===== src/rtl/core/toeq_pkg.sv =====
// Shared types and constants for the time-ordered event queue.
package toeq_pkg;

    // Default number of stored events
    localparam int QUEUE_DEPTH_DEF = 32;

    // Stream payload widths (fields packed from bit 0, padded to whole bytes)
    localparam int IN_DATA_W  = 64;
    localparam int OUT_DATA_W = 72;
    localparam int OCC_W      = 6;

    // Command carried on the input tuser
    typedef enum logic {
        CMD_INSERT = 1'b0,
        CMD_REMOVE = 1'b1
    } cmd_t;

    // Status carried on the output tuser
    typedef enum logic [1:0] {
        STAT_OK    = 2'd0,
        STAT_EMPTY = 2'd1,
        STAT_FULL  = 2'd2
    } status_t;

    // Event kind that counts toward the pending-departure flag
    localparam logic [1:0] KIND_DEPARTURE = 2'd1;

    // Host code meaning "no host"
    localparam logic [4:0] HOST_NONE = 5'h1F;

    // One stored event
    typedef struct packed {
        logic [4:0]  dst;
        logic [4:0]  src;
        logic [1:0]  kind;
        logic [47:0] evt_time;
    } entry_t;

    // Sequencer states
    typedef enum logic [2:0] {
        ST_IDLE,
        ST_INS_RD,
        ST_INS_CMP,
        ST_REM_RD,
        ST_REM_DATA,
        ST_RESULT
    } state_t;

endpackage


===== src/rtl/core/toeq_store.sv =====
// Event storage RAM: one write port and one registered read port.
module toeq_store
    import toeq_pkg::*;
#(
    parameter int QUEUE_DEPTH = QUEUE_DEPTH_DEF,
    parameter int PTR_W       = $clog2(QUEUE_DEPTH)
)
(
    input  logic             clk,
    input  logic             wr_en,
    input  logic [PTR_W-1:0] wr_addr,
    input  entry_t           wr_data,
    input  logic [PTR_W-1:0] rd_addr,
    output entry_t           rd_data
);

    entry_t mem [QUEUE_DEPTH];
    entry_t rd_data_reg;

    // Write one entry
    always_ff @(posedge clk)
    begin
        if (wr_en)
        begin
            mem[wr_addr] <= wr_data;
        end
    end

    // Read one entry, data valid the next cycle
    always_ff @(posedge clk)
    begin
        rd_data_reg <= mem[rd_addr];
    end

    assign rd_data = rd_data_reg;

endmodule


===== src/rtl/core/time_ordered_event_queue.sv =====
// Top level of the time-ordered event queue: sequencer, ring pointers and stream ports.
//
// Events are kept in a ring buffer in a single RAM, sorted earliest first from the
// head pointer. One transaction is processed at a time. The result shows on the
// output in the same cycle that the block is ready again. A remove reads the head
// entry and advances the head. An insert walks from the tail toward the head with
// one shared 48-bit time comparator, moving each later-or-equal entry up one slot.
// Each moved entry passes through the RAM's read-then-write loop, ST_INS_RD then
// ST_INS_CMP. An insert whose walk reaches the head writes the new entry at the
// head; one that stops at an earlier entry writes it in the slot just above it.
// Remove on empty and insert on full go straight to the result. A result waiting
// on the output does not block acceptance of the next transaction. That
// transaction's result then holds in the sequencer, with the input not ready,
// until the output frees.
module time_ordered_event_queue
    import toeq_pkg::*;
#(
    parameter int QUEUE_DEPTH = QUEUE_DEPTH_DEF
)
(
    input  logic                  clk,
    input  logic                  rst_n,
    input  logic                  s_tvalid,
    output logic                  s_tready,
    // [47:0] event_time, [49:48] event_kind, [54:50] source_host,
    // [59:55] dest_host, [63:60] zero
    input  logic [IN_DATA_W-1:0]  s_tdata,
    // [0] command
    input  logic                  s_tuser,
    output logic                  m_tvalid,
    input  logic                  m_tready,
    // [47:0] out_time, [49:48] out_kind, [54:50] out_source, [59:55] out_dest,
    // [60] departure_pending, [66:61] occupancy, [71:67] zero
    output logic [OUT_DATA_W-1:0] m_tdata,
    // [1:0] status
    output logic [1:0]            m_tuser
);

    localparam int PTR_W = (QUEUE_DEPTH > 1) ? $clog2(QUEUE_DEPTH) : 1;
    localparam int CNT_W = $clog2(QUEUE_DEPTH + 1);
    localparam logic [PTR_W:0] DEPTH_W = (PTR_W+1)'(QUEUE_DEPTH);
    localparam logic [CNT_W-1:0] DEPTH_C = CNT_W'(QUEUE_DEPTH);
    localparam entry_t ENTRY_NONE = '{dst: HOST_NONE, src: HOST_NONE, kind: 2'd0,
                                      evt_time: 48'd0};

    state_t                state_reg, state_next;
    logic [PTR_W-1:0]      head_reg, head_next;
    logic [CNT_W-1:0]      count_reg, count_next;
    logic [CNT_W-1:0]      dep_reg, dep_next;
    logic [CNT_W-1:0]      idx_reg, idx_next;
    entry_t                new_reg, new_next;
    status_t               res_status_reg, res_status_next;
    entry_t                res_entry_reg, res_entry_next;
    logic                  m_tvalid_reg, m_tvalid_next;
    logic [OUT_DATA_W-1:0] m_tdata_reg, m_tdata_next;
    logic [1:0]            m_tuser_reg, m_tuser_next;

    logic                  wr_en;
    logic [PTR_W-1:0]      wr_addr;
    entry_t                wr_data;
    logic [PTR_W-1:0]      rd_addr;
    entry_t                rd_data;

    logic [CNT_W-1:0]      idx_m1;
    logic [PTR_W:0]        sum_cur, sum_prev, sum_head;
    logic [PTR_W-1:0]      slot_cur, slot_prev, head_inc;
    entry_t                in_entry;
    logic                  new_is_dep;
    logic                  later_or_equal;

    // Unpack the input transaction
    assign in_entry.evt_time = s_tdata[47:0];
    assign in_entry.kind     = s_tdata[49:48];
    assign in_entry.src      = s_tdata[54:50];
    assign in_entry.dst      = s_tdata[59:55];
    assign new_is_dep        = (new_reg.kind == KIND_DEPARTURE);

    // Map logical positions to ring slots
    assign idx_m1    = idx_reg - CNT_W'(1);
    assign sum_cur   = {1'b0, head_reg} + (PTR_W+1)'(idx_reg[PTR_W-1:0]);
    assign sum_prev  = {1'b0, head_reg} + (PTR_W+1)'(idx_m1[PTR_W-1:0]);
    assign sum_head  = {1'b0, head_reg} + (PTR_W+1)'(1);
    assign slot_cur  = (sum_cur  >= DEPTH_W) ? PTR_W'(sum_cur  - DEPTH_W) : sum_cur[PTR_W-1:0];
    assign slot_prev = (sum_prev >= DEPTH_W) ? PTR_W'(sum_prev - DEPTH_W) : sum_prev[PTR_W-1:0];
    assign head_inc  = (sum_head >= DEPTH_W) ? PTR_W'(sum_head - DEPTH_W) : sum_head[PTR_W-1:0];

    // Shared time comparator
    assign later_or_equal = (rd_data.evt_time >= new_reg.evt_time);

    toeq_store #(
        .QUEUE_DEPTH (QUEUE_DEPTH),
        .PTR_W       (PTR_W)
    ) u_store (
        .clk     (clk),
        .wr_en   (wr_en),
        .wr_addr (wr_addr),
        .wr_data (wr_data),
        .rd_addr (rd_addr),
        .rd_data (rd_data)
    );

    // Hold state and pointers
    always_ff @(posedge clk or negedge rst_n)
    begin
        if (!rst_n)
        begin
            state_reg    <= ST_IDLE;
            head_reg     <= '0;
            count_reg    <= '0;
            dep_reg      <= '0;
            m_tvalid_reg <= 1'b0;
        end
        else
        begin
            state_reg    <= state_next;
            head_reg     <= head_next;
            count_reg    <= count_next;
            dep_reg      <= dep_next;
            m_tvalid_reg <= m_tvalid_next;
        end
    end

    // Hold payload
    always_ff @(posedge clk)
    begin
        idx_reg        <= idx_next;
        new_reg        <= new_next;
        res_status_reg <= res_status_next;
        res_entry_reg  <= res_entry_next;
        m_tdata_reg    <= m_tdata_next;
        m_tuser_reg    <= m_tuser_next;
    end

    // Sequence one transaction
    always_comb
    begin
        state_next      = state_reg;
        head_next       = head_reg;
        count_next      = count_reg;
        dep_next        = dep_reg;
        idx_next        = idx_reg;
        new_next        = new_reg;
        res_status_next = res_status_reg;
        res_entry_next  = res_entry_reg;
        m_tvalid_next   = m_tvalid_reg && !m_tready;
        m_tdata_next    = m_tdata_reg;
        m_tuser_next    = m_tuser_reg;
        wr_en           = 1'b0;
        wr_addr         = slot_cur;
        wr_data         = new_reg;
        rd_addr         = slot_prev;

        case (state_reg)
            ST_IDLE:
            begin
                if (s_tvalid)
                begin
                    res_entry_next  = ENTRY_NONE;
                    res_status_next = STAT_OK;
                    if (s_tuser == CMD_INSERT)
                    begin
                        if (count_reg >= DEPTH_C)
                        begin
                            res_status_next = STAT_FULL;
                            state_next      = ST_RESULT;
                        end
                        else
                        begin
                            new_next   = in_entry;
                            idx_next   = count_reg;
                            state_next = ST_INS_RD;
                        end
                    end
                    else
                    begin
                        if (count_reg == '0)
                        begin
                            res_status_next = STAT_EMPTY;
                            state_next      = ST_RESULT;
                        end
                        else
                        begin
                            state_next = ST_REM_RD;
                        end
                    end
                end
            end

            ST_INS_RD:
            begin
                // Place at the head when the walk reaches it
                if (idx_reg == '0)
                begin
                    wr_en      = 1'b1;
                    count_next = count_reg + CNT_W'(1);
                    if (new_is_dep)
                    begin
                        dep_next = dep_reg + CNT_W'(1);
                    end
                    state_next = ST_RESULT;
                end
                else
                begin
                    state_next = ST_INS_CMP;
                end
            end

            ST_INS_CMP:
            begin
                wr_en = 1'b1;
                if (later_or_equal)
                begin
                    // Move the later entry up one slot and keep walking
                    wr_data    = rd_data;
                    idx_next   = idx_m1;
                    state_next = ST_INS_RD;
                end
                else
                begin
                    count_next = count_reg + CNT_W'(1);
                    if (new_is_dep)
                    begin
                        dep_next = dep_reg + CNT_W'(1);
                    end
                    state_next = ST_RESULT;
                end
            end

            ST_REM_RD:
            begin
                rd_addr    = head_reg;
                state_next = ST_REM_DATA;
            end

            ST_REM_DATA:
            begin
                // Drop the head entry
                res_entry_next = rd_data;
                head_next      = head_inc;
                count_next     = count_reg - CNT_W'(1);
                if (rd_data.kind == KIND_DEPARTURE)
                begin
                    dep_next = dep_reg - CNT_W'(1);
                end
                state_next = ST_RESULT;
            end

            ST_RESULT:
            begin
                if (!m_tvalid_reg || m_tready)
                begin
                    m_tvalid_next = 1'b1;
                    m_tuser_next  = res_status_reg;
                    m_tdata_next  = {5'b0, OCC_W'(count_reg), (dep_reg != '0),
                                     res_entry_reg.dst, res_entry_reg.src,
                                     res_entry_reg.kind, res_entry_reg.evt_time};
                    state_next    = ST_IDLE;
                end
            end

            default:
            begin
                state_next = ST_IDLE;
            end
        endcase
    end

    assign s_tready = (state_reg == ST_IDLE);
    assign m_tvalid = m_tvalid_reg;
    assign m_tdata  = m_tdata_reg;
    assign m_tuser  = m_tuser_reg;

    // Occupancy never exceeds the queue depth
    assert property (@(posedge clk) disable iff (!rst_n) count_reg <= DEPTH_C)
        else $error("event count above queue depth");

    // Pending departures never exceed the stored events
    assert property (@(posedge clk) disable iff (!rst_n) dep_reg <= count_reg)
        else $error("departure count above event count");

    // A dropped insert reports a full queue
    assert property (@(posedge clk) disable iff (!rst_n)
        (m_tvalid && m_tuser == STAT_FULL) |-> (m_tdata[66:61] == OCC_W'(QUEUE_DEPTH)))
        else $error("full status with queue not full");

    // A later-or-equal compare during an insert steps the walk one entry toward the head
    assert property (@(posedge clk) disable iff (!rst_n)
        (state_reg == ST_INS_CMP && later_or_equal) |=> (idx_reg == $past(idx_m1)))
        else $error("insert walk did not step");

endmodule


===== config.mk =====
export PLATFORM = sky130hd
export DESIGN_NAME = time_ordered_event_queue
export DESIGN_NICKNAME = d
export VERILOG_FILES = /design/src/rtl/core/toeq_pkg.sv /design/src/rtl/core/toeq_store.sv /design/src/rtl/core/time_ordered_event_queue.sv
export SDC_FILE = /design/constraint.sdc
export NUM_CORES = 2
export LEC_CHECK = 0
export BUFFER_PORTS_ARGS = -buffer_cell sky130_fd_sc_hd__buf_4
export CELL_PAD_IN_SITES_DETAIL_PLACEMENT = 0
export CELL_PAD_IN_SITES_GLOBAL_PLACEMENT = 2
export CORE_ASPECT_RATIO = 1.1
export CORE_MARGIN = 4
export CORE_UTILIZATION = 54
export CTS_CLUSTER_DIAMETER = 50
export DETAILED_ROUTE_END_ITERATION = 10
export HOLD_SLACK_MARGIN = 0.1
export PLACE_DENSITY = 0.87
export SETUP_SLACK_MARGIN = 0.5
export SYNTH_ARGS = -nofsm -noshare
export SYNTH_HDL_FRONTEND = slang
export SYNTH_SLANG_ARGS = --single-unit

===== constraint.sdc =====
create_clock -name clk -period 11.4 [get_ports clk]
set_input_delay 2.28 -clock clk [delete_from_list [all_inputs] [get_ports clk]]
set_output_delay 2.28 -clock clk [all_outputs]
set_load 0.02 [all_outputs]

[Word-level counts from Yosys, hierarchy flattened]
Memory sizes are Yosys's and may differ from the RTL's. A register that Yosys moved wholly into a read port is not among the register bits.
Index checks and enable logic that the tools add are counted.
Widths: inputs -> output; s select.
Cells by class
  add/sub/neg operators: 11
  $lt $le $gt $ge: 5
  eq/ne operators: 15
  muxes and demuxes: 38
  bitwise logic cells: 2
  reduce and logical (&&, ||, !) cells: 19
Operators by type and width (count)
  $mux 60: 3
  $pmux 60 s2: 1
  $mux 6: 10
  $ge 48x48->1: 1
  $pmux 6 s3: 2
  $ge 6x6->1 const B: 4
  $mux 3: 7
  $mux 5: 4
  $pmux 3 s6: 1
  $sub 6x1->6 const B: 3
  $ne 2x2->1 const B: 8
  $sub 5x1->5 const B: 3
  $add 5x5->6: 2
  $add 6x1->6 const B: 2
  $logic_not 6->1: 2
  $pmux 6 s2: 1
  $reduce_and 2->1: 4
  $reduce_and 4->1: 2
  $add 5x1->6 const B: 1
  $eq 3x2->1 const B: 2
  $eq 3x3->1 const B: 2
  $mux 1: 6
  $reduce_bool 6->1: 1
  $reduce_and 5->1: 1
  12 further kinds: 17
Word-level totals
  register bits: 218
  RAM bits: 1920
  input bits: 69
  word-level logic and storage cells: 108
  memories: 1
Memory list
  u_store.mem: words 32, bits a word 60, read ports 1, clocked after memory_dff 1, write ports 1, line toeq_store.sv:17  | entry_t mem [QUEUE_DEPTH];

[Logic depth before layout (Yosys ltp)]
  depth after elaboration: 5
  depth in mapped cells: 14
  depth with buffers taken out: 11

[By module]
A second synthesis with hierarchy kept.
Second synthesis, totals
  cells, all modules: 5010
  area total of the unflattened synthesis: 86280.2 sq um
By module, submodules not included
  toeq_store: instances 1, cells an instance 4195, area an instance 75872.8 sq um, seq. area each 58856.4 sq um
  time_ordered_event_queue: instances 1, cells an instance 815, area an instance 10407.5 sq um, seq. area each 6441.2 sq um

[Worst setup path after synthesis]
Ideal clock, no wire load.
  kind: input-to-reg
  start point: input port s_tvalid
  end point: register new_reg[0] (netlist name), enable pin
  setup time: 551 ps
  arrival: 6477 ps
  data required time: 10849 ps
  slack: 4372 ps
  cell stages on the path: 2
  cell sequence: nand2_1 > nor3_1
On the way
  longest elaborated chain between the ends: 1
Ends and longest elaborated chain
  start, declared: line time_ordered_event_queue.sv:23  | input logic s_tvalid,
  $reduce_and 4->1 (no line)
  end signal, assigned: line time_ordered_event_queue.sv:127  | new_reg <= new_next;
  end, declared: line time_ordered_event_queue.sv:51  | entry_t new_reg, new_next;
No other way between the ends.
A chain may end at the register's enable or synchronous reset.

==> flow_summary.toml <==
[power_and_ir_drop]
p_total_mw = 28.5
ir_worst_vdd_v = 0.000559
p_per_area_mw_per_mm2 = 299
leakage_nw = 30.1

[synth]
ys_seq_area_share_pct = 76.9
synthFlopType = "edfxtp_1"
synth_edf_count = 2117
ys_ff_latch = 2198
synth.area.top_cells = "edfxtp_1 (75%), mux4_2 (13%), a2111oi_0 (2.5%)"
yosys_warnings = 0
synth_top_area_share_pct = 74.9
avgSynthCellArea_um2 = 21.3
syn_area_mm2 = 0.0849
ys_types = 51
async_flop_share_pct = 0.955
syn_inst = 3980
synth_top_area_cell = "edfxtp_1"

[global_route]
antenna_found_initial = 10
first_global_vias = 41500
grt_pass1_wl_mm = 295
grt_overflow = 0
grt_max_degree = 147
grt_usage_pct = 25.4

[critical_path]
slowest_stage = "a31oi_1"
path_common_cell = "buf_4"
critical_path_arrival_ps = 5980
crit_type = "flip-flop to flip-flop"
crit_path_start_kind = "flip-flop"
crit_chain = "inv_1, ha_1, nand4_1, nor2_1, o21ai_0, a31oi_1, o31ai_4, buf_4, buf_4, o21ai_2"
end_kind = "flip-flop"
crit_family = "compound AO/OA/AOI/OAI gates"
path_max_fanout = 34
cp.required_ps = 11870
crit_path_max_incr_delay_ps = 1120
cp_num_buf_inv = 3

[clocking]
clk_latency_ps = 840
cts_root_buf = "clkbuf_16"
ctsResizeCount = 0
cts.path.max_buffers = 3
hold_buffers = 0
postCtsSetupBuffers = 0
cts_buffers = 212
cts_tree = "yes"
cts_max_level = 4
cts.sinks = 2198
clkSlewWorstSetupHoldPaths_ps = 60

[routing]
drc_errors = 0
drt-wirelength-per-cell_um = 32.0
ant_nets = 0
drt-initial-drc-count = 5667
vias = 42000
via_per_inst = 6.52
drt_wl_total_mm = 207
drtPass1Iterations = 5

[die]
start_util_pct = 54.4
die_w_um = 386
die_h_um = 424
core_area_mm2 = 0.156
design.die.area_mm2 = 0.164
io_pins = 145
fp-row-count = 152

[place]
place_inst = 6056
place_ws_ps = 6060
dp_hpwl_mm = 102
gp_congestion = 0.742
post_dp_cell_area_mm2 = 0.0886
io_buffer_count = 135

[sta]
period_share_pct = 48.3
setup_viol = 0
rsz0062_at_grt = "no"
whs_ps = 418
finalClockSkew_ps = 24.6
worstMarginPinSlew_ps = 1320
finalSetupTns_ps = 0
final-hold-violation-count = 0
period_minus_slack_ps = 5510
fin_ws_ps = 5890
maxSlewViolCount = 0
slew_headroom_pct = 11.9
fmax_ghz = 0.182

[cells_and_area]
stdcell_count = 6451
drive_above_1_share_pct = 26.0
largest_register_ffs = 1920
fill_cells = 10600
utilization_pct = 61.1
fin_nets = 4330
final_area_mm2 = 0.0954
synthToLayoutAreaGrowth_pct = 12.4
num_antenna_cells = 0
layout_commonest_cell = "edfxtp_1"
mostFrequentLayoutCells = "edfxtp_1 (2117), mux4_2 (480), nor2b_1 (244)"

[run_status]
status = "complete, no violations"

[min_path]
hold_path.class = "flip-flop to flip-flop"

[flow_run]
drv_cap = 0
==> per-layer routing <==
| layer | routed length [um] | part of all wire [%] | GRT usage (%) | vias up |
|---|---|---|---|---|
| met2 | 101000 | 49 | 40.3 | 2498 |
| li1 | - | - | - | 17100 |
| met3 | 22700 | 11 | 5.94 | 347 |
| met4 | 5210 | 2.5 | 6.98 | 0 |
| met5 | 0 | 0 | 0 | - |
| met1 | 78000 | 38 | 36.1 | 22000 |
==> worst register-to-register path, stage by stage, from the launching register on <==
cell and delay (ps):
edfxtp_1 450, inv_1 80, ha_1 300, nand4_1 170, nor2_1 620, o21ai_0 370
a31oi_1 1120, o31ai_4 140, buf_4 380, buf_4 510, o21ai_2 990
==> kinds of logic after synthesis <==
group	Yosys count	share of synthesized area, %
other cells	1	0.00442
buf+inv	310	1.57
flops	2198	76.9
xor+xnor	30	0.309
compound gates	319	3.02
mux	553	13.7
fa+ha+maj	70	1.07
simple gates	499	3.42
==> power by group <==
| part | switching, mW | internal [mW] | leakage, nW |
|---|---|---|---|
| Clock | 2.94 | 3.85 | 3.32 |
| Combinational | 6.76 | 4.69 | 7.01 |
| Sequential | 0.333 | 9.91 | 19.8 |
==> Yosys cell counts, drive strengths merged (4+ instances only) <==
cell type / n
o21ai: 19
edfxtp: 2117
a21oi: 35
dfxtp: 60
a2111oi: 240
xnor2: 23
inv: 69
dfrtp: 21
nand2: 36
nor4: 63
nor3: 8
mux2: 68
fa: 4
a21o: 8
xor2: 7
buf: 91
nor2: 52
ha: 66
and3: 51
mux2i: 5
clkbuf: 150
nand3: 7
nor2b: 245
nand2b: 16
nand4: 14
mux4: 480
==> layout make-up <==
| class | count | area (um^2) | area share [%] |
|---|---|---|---|
| inverters | 69 | 259 | 0.271 |
| multi-input cells | 1476 | 18700 | 19.5 |
| clock inverters | 105 | 867 | 0.909 |
| clock buffers | 290 | 5900 | 6.19 |
| repair buffers | 234 | 1830 | 1.92 |
| flip-flops and latches | 2198 | 65300 | 68.4 |
| well taps | 2079 | 2600 | 2.73 |
==> final timing paths <==
check | startpoint | end | slack [ps] | cells after the start
min | res_entry_reg[31]$_SDFFCE_PN0P_ | m_tdata[31]$_DFFE_PP_ | 420 | 0
max in group asynchronous | rst_n | state_reg[2]$_DFFE_PN0P_ | 9820 | 1
max | new_reg[31]$_DFFE_PP_ | u_store.mem[25][0]$_DFFE_PP_ | 5890 | 10
max reg2reg | new_reg[31]$_DFFE_PP_ | u_store.mem[25][0]$_DFFE_PP_ | 5890 | 10
min in group asynchronous | rst_n | state_reg[0]$_DFFE_PN0P_ | 1330 | 1
min reg2reg | res_entry_reg[31]$_SDFFCE_PN0P_ | m_tdata[31]$_DFFE_PP_ | 420 | 0
(Power assumes the default switching activity.)
